[src/hdl/sma_pkg.sv]
`timescale 1ns / 1ps

package sma_pkg;

    localparam int SAMPLE_BITS = 16;
    localparam int WLEN_BITS   = 7;
    localparam int SHIFT_BITS  = 6;
    localparam int PADDR_BITS  = 3;
    localparam int PDATA_BITS  = 32;

    // register index, taken from paddr[2]
    localparam logic REG_WINDOW_LEN = 1'b0;
    localparam logic REG_SHIFT      = 1'b1;

    localparam logic [WLEN_BITS-1:0]  WLEN_RESET  = 7'd1;
    localparam logic [SHIFT_BITS-1:0] SHIFT_RESET = 6'd0;

    typedef struct packed {
        logic signed [SAMPLE_BITS-1:0] sample;
        logic                          end_of_column;
    } sample_item_t;

    typedef struct packed {
        logic signed [SAMPLE_BITS-1:0] average;
        logic                          last_of_run;
        logic                          short_column_error;
    } result_item_t;

    typedef enum logic [2:0] {
        ST_IDLE,
        ST_UPD,
        ST_FL_STEP,
        ST_FL_UPD,
        ST_DIV,
        ST_PUT
    } sma_state_t;

endpackage

[src/hdl/sma_ram.sv]
`timescale 1ns / 1ps

module sma_ram #(
    parameter int WIDTH = 16,
    parameter int DEPTH = 64
) (
    input  logic                     clk,
    input  logic                     we,
    input  logic [$clog2(DEPTH)-1:0] waddr,
    input  logic [WIDTH-1:0]         wdata,
    input  logic [$clog2(DEPTH)-1:0] raddr,
    output logic [WIDTH-1:0]         rdata
);

    logic [WIDTH-1:0] mem [DEPTH];

    always_ff @(posedge clk)
    begin
        if (we)
        begin
            mem[waddr] <= wdata;
        end
        rdata <= mem[raddr];
    end

endmodule

[src/hdl/shifted_moving_average.sv]
`timescale 1ns / 1ps

// Shifted boxcar moving average over columns of signed samples. The last
// samples of a column sit in a history RAM of MAX_WINDOW entries next to a
// running sum; each item passes an accept state and a read-modify-write
// state, and every average it yields goes through a restoring divider (one
// quotient bit a cycle) and then to the output register, waiting while that
// register is still full. At the end of a column up to shift flushed averages
// follow the same path. A new sample is taken only in the accept state, once
// the last one and all its averages are through. The divider sets the
// rate. Registers: window_len at byte address 0, shift at byte address 4.

module shifted_moving_average
    import sma_pkg::*;
#(
    parameter int MAX_WINDOW = 64
) (
    input  logic                   clk,
    input  logic                   rst_n,
    // sample channel
    input  logic                   sample_valid,
    output logic                   sample_ready,
    input  sample_item_t           sample_data,
    // result channel
    output logic                   result_valid,
    input  logic                   result_ready,
    output result_item_t           result_data,
    // configuration
    input  logic                   psel,
    input  logic                   penable,
    input  logic                   pwrite,
    input  logic [PADDR_BITS-1:0]  paddr,
    input  logic [PDATA_BITS-1:0]  pwdata,
    output logic [PDATA_BITS-1:0]  prdata,
    output logic                   pready
);

    localparam int AW       = $clog2(MAX_WINDOW);
    localparam int DW       = $clog2(MAX_WINDOW + 1);
    localparam int SUM_BITS = SAMPLE_BITS + AW + 1;
    localparam int CW       = $clog2(SUM_BITS);
    localparam int WW       = (DW > WLEN_BITS) ? DW : WLEN_BITS;

    localparam logic [AW:0]   MAXV = (AW+1)'(MAX_WINDOW);
    localparam logic [WW-1:0] MAXW = WW'(MAX_WINDOW);

    // ---------------------------------------------------------------
    // configuration registers
    // ---------------------------------------------------------------
    logic [WLEN_BITS-1:0]  window_len_reg;
    logic [SHIFT_BITS-1:0] shift_reg;
    logic                  cfg_wr;

    assign pready = 1'b1;
    assign cfg_wr = psel && penable && pwrite;

    always_ff @(posedge clk or negedge rst_n)
    begin
        if (!rst_n)
        begin
            window_len_reg <= WLEN_RESET;
            shift_reg      <= SHIFT_RESET;
        end
        else if (cfg_wr)
        begin
            unique case (paddr[2])
                REG_WINDOW_LEN: window_len_reg <= pwdata[WLEN_BITS-1:0];
                REG_SHIFT:      shift_reg      <= pwdata[SHIFT_BITS-1:0];
            endcase
        end
    end

    always_comb
    begin
        unique case (paddr[2])
            REG_WINDOW_LEN: prdata = PDATA_BITS'(window_len_reg);
            REG_SHIFT:      prdata = PDATA_BITS'(shift_reg);
        endcase
    end

    // effective window and shift
    logic [WW-1:0] wl_ext;
    logic [WW-1:0] w_wide;
    logic [WW-1:0] sh_ext;
    logic [WW-1:0] s_wide;
    logic [DW-1:0] w_eff;
    logic [DW-1:0] s_eff;

    assign wl_ext = WW'(window_len_reg);
    assign sh_ext = WW'(shift_reg);
    assign w_wide = (wl_ext == '0) ? WW'(1) : ((wl_ext > MAXW) ? MAXW : wl_ext);
    assign s_wide = (sh_ext < w_wide) ? sh_ext : (w_wide - WW'(1));
    assign w_eff  = DW'(w_wide);
    assign s_eff  = DW'(s_wide);

    // ---------------------------------------------------------------
    // state
    // ---------------------------------------------------------------
    sma_state_t                    state_reg, state_next;
    logic signed [SUM_BITS-1:0]    sum_reg, sum_next;
    logic [DW-1:0]                 seen_reg, seen_next;
    logic [AW-1:0]                 wi_reg, wi_next;
    logic [AW-1:0]                 tr_reg, tr_next;
    logic signed [SAMPLE_BITS-1:0] x_reg, x_next;
    logic                          eoc_reg, eoc_next;
    logic [DW-1:0]                 w_reg, w_next;
    logic [DW-1:0]                 s_reg, s_next;
    logic [DW-1:0]                 cnt_reg, cnt_next;
    logic [DW-1:0]                 miss_reg, miss_next;
    logic [DW-1:0]                 len_reg, len_next;
    logic [DW-1:0]                 left_reg, left_next;
    logic [SUM_BITS-1:0]           dq_reg, dq_next;
    logic [DW-1:0]                 drem_reg, drem_next;
    logic [DW-1:0]                 dvsr_reg, dvsr_next;
    logic                          dneg_reg, dneg_next;
    logic [CW-1:0]                 dcnt_reg, dcnt_next;
    logic                          last_reg, last_next;
    logic                          err_reg, err_next;
    result_item_t                  out_reg, out_next;
    logic                          out_valid_reg, out_valid_next;

    // history RAM
    logic                   ram_we;
    logic [AW-1:0]          ram_raddr;
    logic [SAMPLE_BITS-1:0] ram_rdata;

    sma_ram #(
        .WIDTH (SAMPLE_BITS),
        .DEPTH (MAX_WINDOW)
    ) u_hist (
        .clk   (clk),
        .we    (ram_we),
        .waddr (wi_reg),
        .wdata (x_reg),
        .raddr (ram_raddr),
        .rdata (ram_rdata)
    );

    function automatic logic [AW-1:0] wrap_idx(input logic [AW:0] v);
        return (v >= MAXV) ? AW'(v - MAXV) : AW'(v);
    endfunction

    assign sample_ready = (state_reg == ST_IDLE);
    assign result_valid = out_valid_reg;
    assign result_data  = out_reg;

    // ---------------------------------------------------------------
    // sequencer
    // ---------------------------------------------------------------
    always_comb
    begin
        logic [DW-1:0]              cnt_eff;
        logic                       full;
        logic [DW-1:0]              cnt_new;
        logic signed [SUM_BITS-1:0] x_ext;
        logic signed [SUM_BITS-1:0] rd_ext;
        logic signed [SUM_BITS-1:0] upd_sum;
        logic signed [SUM_BITS-1:0] fl_sum;
        logic                       short_col;
        logic [DW-1:0]              flush_n;
        logic [AW-1:0]              wi_inc;
        logic                       div_start;
        logic [SUM_BITS-1:0]        div_dividend;
        logic [DW-1:0]              div_divisor;
        logic [DW:0]                rem_shift;
        logic                       ge;
        logic [SUM_BITS-1:0]        quot;

        state_next     = state_reg;
        sum_next       = sum_reg;
        seen_next      = seen_reg;
        wi_next        = wi_reg;
        tr_next        = tr_reg;
        x_next         = x_reg;
        eoc_next       = eoc_reg;
        w_next         = w_reg;
        s_next         = s_reg;
        cnt_next       = cnt_reg;
        miss_next      = miss_reg;
        len_next       = len_reg;
        left_next      = left_reg;
        dq_next        = dq_reg;
        drem_next      = drem_reg;
        dvsr_next      = dvsr_reg;
        dneg_next      = dneg_reg;
        dcnt_next      = dcnt_reg;
        last_next      = last_reg;
        err_next       = err_reg;
        out_next       = out_reg;
        out_valid_next = out_valid_reg && !result_ready;
        ram_we         = 1'b0;
        ram_raddr      = tr_reg;
        div_start      = 1'b0;
        div_dividend   = '0;
        div_divisor    = len_reg;

        cnt_eff   = (seen_reg < w_eff) ? seen_reg : w_eff;
        full      = (cnt_reg == w_reg);
        cnt_new   = full ? w_reg : (cnt_reg + DW'(1));
        x_ext     = {{(SUM_BITS-SAMPLE_BITS){x_reg[SAMPLE_BITS-1]}}, x_reg};
        rd_ext    = {{(SUM_BITS-SAMPLE_BITS){ram_rdata[SAMPLE_BITS-1]}}, ram_rdata};
        upd_sum   = sum_reg + x_ext - (full ? rd_ext : '0);
        fl_sum    = sum_reg - rd_ext;
        short_col = eoc_reg && (cnt_new < s_reg);
        flush_n   = (eoc_reg && !short_col) ? s_reg : '0;
        wi_inc    = wrap_idx({1'b0, wi_reg} + (AW+1)'(1));

        rem_shift = {drem_reg, dq_reg[SUM_BITS-1]};
        ge        = (rem_shift >= {1'b0, dvsr_reg});
        quot      = dneg_reg ? (~dq_reg + SUM_BITS'(1)) : dq_reg;

        unique case (state_reg)
            ST_IDLE:
            begin
                // fetch the sample leaving a full window
                ram_raddr = wrap_idx({1'b0, wi_reg} + MAXV - (AW+1)'(w_eff));
                if (sample_valid)
                begin
                    x_next     = sample_data.sample;
                    eoc_next   = sample_data.end_of_column;
                    w_next     = w_eff;
                    s_next     = s_eff;
                    cnt_next   = cnt_eff;
                    state_next = ST_UPD;
                end
            end

            ST_UPD:
            begin
                ram_we    = 1'b1;
                wi_next   = wi_inc;
                seen_next = eoc_reg ? '0 : cnt_new;
                sum_next  = (eoc_reg && (short_col || flush_n == '0)) ? '0 : upd_sum;
                left_next = flush_n;
                miss_next = w_reg - cnt_new;
                len_next  = cnt_new;
                tr_next   = wrap_idx({1'b0, wi_inc} + MAXV - (AW+1)'(cnt_new));
                if (short_col)
                begin
                    dq_next    = '0;
                    dneg_next  = 1'b0;
                    last_next  = 1'b1;
                    err_next   = 1'b1;
                    state_next = ST_PUT;
                end
                else if (cnt_reg >= s_reg)
                begin
                    div_start    = 1'b1;
                    div_dividend = upd_sum;
                    div_divisor  = cnt_new;
                    last_next    = (flush_n == '0);
                end
                else if (flush_n != '0)
                begin
                    state_next = ST_FL_STEP;
                end
                else
                begin
                    state_next = ST_IDLE;
                end
            end

            ST_FL_STEP:
            begin
                // unfilled window positions go first, divisor unchanged
                if (miss_reg != '0)
                begin
                    miss_next    = miss_reg - DW'(1);
                    left_next    = left_reg - DW'(1);
                    last_next    = (left_reg == DW'(1));
                    div_start    = 1'b1;
                    div_dividend = sum_reg;
                    div_divisor  = len_reg;
                    if (left_reg == DW'(1))
                    begin
                        sum_next = '0;
                    end
                end
                else
                begin
                    state_next = ST_FL_UPD;
                end
            end

            ST_FL_UPD:
            begin
                tr_next      = wrap_idx({1'b0, tr_reg} + (AW+1)'(1));
                len_next     = len_reg - DW'(1);
                left_next    = left_reg - DW'(1);
                last_next    = (left_reg == DW'(1));
                div_start    = 1'b1;
                div_dividend = fl_sum;
                div_divisor  = len_reg - DW'(1);
                sum_next     = (left_reg == DW'(1)) ? '0 : fl_sum;
            end

            ST_DIV:
            begin
                drem_next = ge ? DW'(rem_shift - {1'b0, dvsr_reg}) : DW'(rem_shift);
                dq_next   = {dq_reg[SUM_BITS-2:0], ge};
                dcnt_next = dcnt_reg - CW'(1);
                if (dcnt_reg == '0)
                begin
                    state_next = ST_PUT;
                end
            end

            ST_PUT:
            begin
                if (!out_valid_reg || result_ready)
                begin
                    out_next.average            = quot[SAMPLE_BITS-1:0];
                    out_next.last_of_run        = last_reg;
                    out_next.short_column_error = err_reg;
                    out_valid_next              = 1'b1;
                    state_next = (left_reg != '0) ? ST_FL_STEP : ST_IDLE;
                end
            end

            default:
            begin
                state_next = ST_IDLE;
            end
        endcase

        if (div_start)
        begin
            dneg_next  = div_dividend[SUM_BITS-1];
            dq_next    = div_dividend[SUM_BITS-1] ? (~div_dividend + SUM_BITS'(1))
                                                  : div_dividend;
            drem_next  = '0;
            dvsr_next  = div_divisor;
            dcnt_next  = CW'(SUM_BITS - 1);
            err_next   = 1'b0;
            state_next = ST_DIV;
        end
    end

    always_ff @(posedge clk or negedge rst_n)
    begin
        if (!rst_n)
        begin
            state_reg     <= ST_IDLE;
            sum_reg       <= '0;
            seen_reg      <= '0;
            wi_reg        <= '0;
            tr_reg        <= '0;
            left_reg      <= '0;
            out_valid_reg <= 1'b0;
        end
        else
        begin
            state_reg     <= state_next;
            sum_reg       <= sum_next;
            seen_reg      <= seen_next;
            wi_reg        <= wi_next;
            tr_reg        <= tr_next;
            left_reg      <= left_next;
            out_valid_reg <= out_valid_next;
        end
    end

    always_ff @(posedge clk)
    begin
        x_reg    <= x_next;
        eoc_reg  <= eoc_next;
        w_reg    <= w_next;
        s_reg    <= s_next;
        cnt_reg  <= cnt_next;
        miss_reg <= miss_next;
        len_reg  <= len_next;
        dq_reg   <= dq_next;
        drem_reg <= drem_next;
        dvsr_reg <= dvsr_next;
        dneg_reg <= dneg_next;
        dcnt_reg <= dcnt_next;
        last_reg <= last_next;
        err_reg  <= err_next;
        out_reg  <= out_next;
    end

endmodule

[config.mk]
export PLATFORM = sky130hd
export DESIGN_NAME = shifted_moving_average
export DESIGN_NICKNAME = d
export VERILOG_FILES = /design/src/hdl/sma_pkg.sv /design/src/hdl/sma_ram.sv /design/src/hdl/shifted_moving_average.sv
export SDC_FILE = /design/constraint.sdc
export NUM_CORES = 2
export LEC_CHECK = 0
export BUFFER_PORTS_ARGS = -buffer_cell sky130_fd_sc_hd__buf_2
export CAP_MARGIN = 0
export CORE_ASPECT_RATIO = 0.8
export CORE_MARGIN = 4
export CORE_UTILIZATION = 45
export DETAILED_ROUTE_END_ITERATION = 8
export HOLD_SLACK_MARGIN = 0.12
export SKIP_CTS_REPAIR_TIMING = 1
export SYNTH_ARGS = -nofsm -noshare
export SYNTH_HDL_FRONTEND = slang
export SYNTH_HIERARCHICAL = 1
export SYNTH_SLANG_ARGS = --single-unit
[constraint.sdc]
create_clock -name clk -period 7.2 [get_ports clk]
set_input_delay 0.72 -clock clk [delete_from_list [all_inputs] [get_ports clk]]
set_output_delay 0.72 -clock clk [all_outputs]
set_load 0.02 [all_outputs]
==> run metrics <==
remaining global-route overflow 0; R2R Setup Slk 0.57 ns; post-DP HPWL 87200 um; CTS clock-pin slew for the worst setup and hold paths 0.06 ns; drt first pass iters 6; crit path to dq_reg[3]; Floorplan Core Area 120000 um^2; Worst Tran Pin Value 1.27 ns; Startpoint Class flip-flop; reg-to-reg endpoint dq_reg[3]; Crit Path Class reg2reg; FFs w/ async S/R, synth 0.0541; Die Ht 319 um; Clock Skew 0.0451 ns; boundary pin count 112; Bufs on Longest Clock Path 3; sequential fraction of the synthesis area 0.661; Final Setup Violations 0; Avg Vias per Cell 5.82; CP arrival 7.12 ns; CP Capture Type flip-flop; Post-synth EDFFs 1126; worst-path cell chain xor2_1 > nor4_4 > and2_1 > nand2_1 > buf_4 > nor2_1 > fa_1 > inv_1 > ha_1 > nand3_1 > nor4_1 > o21ai_1 > a211oi_1 > o2111ai_1 > nand3_1 > nor4_4 > buf_4 > nor2_1 > inv_1 > and3_1 > a211o_1; Vias 30947; Mapped Cells 3441; setup TNS 0 ns; hold_ws 0.162 ns; Yosys warnings 6; Max-cap violations 0; global-route wire length before repair 201000 um; total track usage 0.213; crit-path max FO 17; reg2reg path depth 21; mean post-synth cell area 15.9 um^2; commonest non-fill, non-tap cell in the layout edfxtp_1; max-slew violation count 0; Final nets 3792; routed len/inst 25.6 um; fillcell total 9921; library cells used by synthesis 94; vias in the first global route 30175; CTS H-tree lvls 3; Detailed Route Iter0 Violations 3255; FP Rows 113; CTS tree built; FF-to-FF Start cnt_reg[4]; Final Hold Viols 0; Clock Latency Late Sink 0.76 ns; slew margin rel. 0.156; layout cells sized above 1 0.187; Sink Count 1221; register area 36000 um^2; fin area 61100 um^2; status finished, final reports clean; Critical-path top delay cell nor4_1; # DRC 0; Synth Flop Type edfxtp_1; area used by multi-input combinational logic 16900 um^2; register bit total from synthesis 1221; initial antenna violation count 5; Die ar. 127000 um^2; crit-path max cell delay 0.62 ns; gpl congestion 0.905; Detail Route Antenna Nets 0; Die X-Extent 397 um; Final period util 0.921; TritonCTS Buffers 118; Layout area overhead 12.0%; Area after DPL 57000 um^2; Initial Util 0.456; I/O Buffers 58; commonest cells after routing, fill and taps aside edfxtp_1, mux4_2, nor2_1; worst hold path type in2reg; Post-Route WL 136000 um; Tmin final 6.63 ns; max reg flops 1024; CP startpoint cnt_reg[4]; largest net degree at the start of global routing 94; Req. time, crit path 7.69 ns; Max Fclk 151 MHz; RSZ-0062 raised after global routing false; Cell Area, Synth 54600 um^2; Root Buffer clkbuf_16
-- cells in the mapped netlist, drive strengths merged, types with 13 or more instances --
cell,n,area share
a22oi,46,0.0063
xnor2,61,0.0098
fa,27,0.0099
o21a,22,0.0030
clkbuf,73,0.0051
or3,14,0.0016
nor4,14,0.0030
a211o,17,0.0027
mux4,224,0.093
nand2,182,0.013
dfxtp,29,0.011
xor2,46,0.0074
nor2,202,0.014
nor2b,46,0.0053
inv,166,0.011
a21o,43,0.0059
buf,112,0.016
and3,13,0.0015
o21ai,108,0.0099
nand2b,19,0.0022
a221oi,36,0.0059
a31oi,19,0.0022
ha,104,0.024
mux2i,111,0.020
a311oi,14,0.0025
dfrtp,65,0.030
a21oi,126,0.012
nand4,25,0.0029
nor3,36,0.0033
mux2,60,0.012
a211oi,27,0.0037
nand3,61,0.0057
edfxtp,1126,0.62
-- metal layers --
metal  wire length [um]  part of all wire  track usage
met1              62100              0.46        0.332
met2              57500              0.42        0.300
met5                  0                 0            0
met3              13900              0.10       0.0575
met4               2480             0.018       0.0458
-- logic make-up (layout without fill, tap and decap cells) --
kind of cell,Yosys count,in the layout,synth area share
xor+xnor,107,107,0.0172
other cells,2,28,0.000138
mux,395,395,0.125
buf+inv,351,588,0.0324
flops,1221,1221,0.661
compound gates,567,567,0.0709
fa+ha+maj,131,131,0.0338
simple gates,667,667,0.0596
-- how the worst min path moves through the flow --
stage | start | endpoint | slack (ns) | depth (start not counted)
final | sample_data[12] | x_reg[11] | 0.16 | 1
after global routing | sample_data[16] | x_reg[15] | 0.12 | 1
after CTS | rst_n | sum_reg[4] | -0.18 | 1
after detailed placement | err_reg | result_data[0] | 0.43 | 0
after global placement | err_reg | result_data[0] | 0.43 | 0
after floorplan | last_reg | result_data[1] | 0.40 | 0
-- critical path: cells and delay by family (launching register included) --
kind | cells | cell delay (ns)
buf+inv | 4 | 0.94
fa+ha+maj | 2 | 0.67
compound gates | 4 | 1.27
xor+xnor | 1 | 0.23
flops | 1 | 0.47
simple gates | 10 | 2.77
-- layout make-up --
type                            count  area share
Inverter                          166      0.0102
Multi-Input combinational cell   1893       0.277
Sequential cell                  1221       0.590
Timing Repair Buffer              202      0.0244
Clock inverter                     73      0.0134
Clock buffer                      147      0.0521
Tap cell                         1610      0.0330
Antenna cell                        2   0.0000819
-- per-stage QoR --
step | cells | utilization | worst slack [ns]
finish | 5314 | 0.511 | 0.572
global route | 5312 | 0.511 | 0.233
CTS | 5299 | 0.510 | 0.671
detailed placement | 5079 | 0.476 | 0.710
global placement | 5079 | 0.476 | 0.881
floorplan | 3465 | - | 1.38
Power is not shown: default switching activity piles up to over one toggle a cycle in this logic, so the estimate is an artifact.
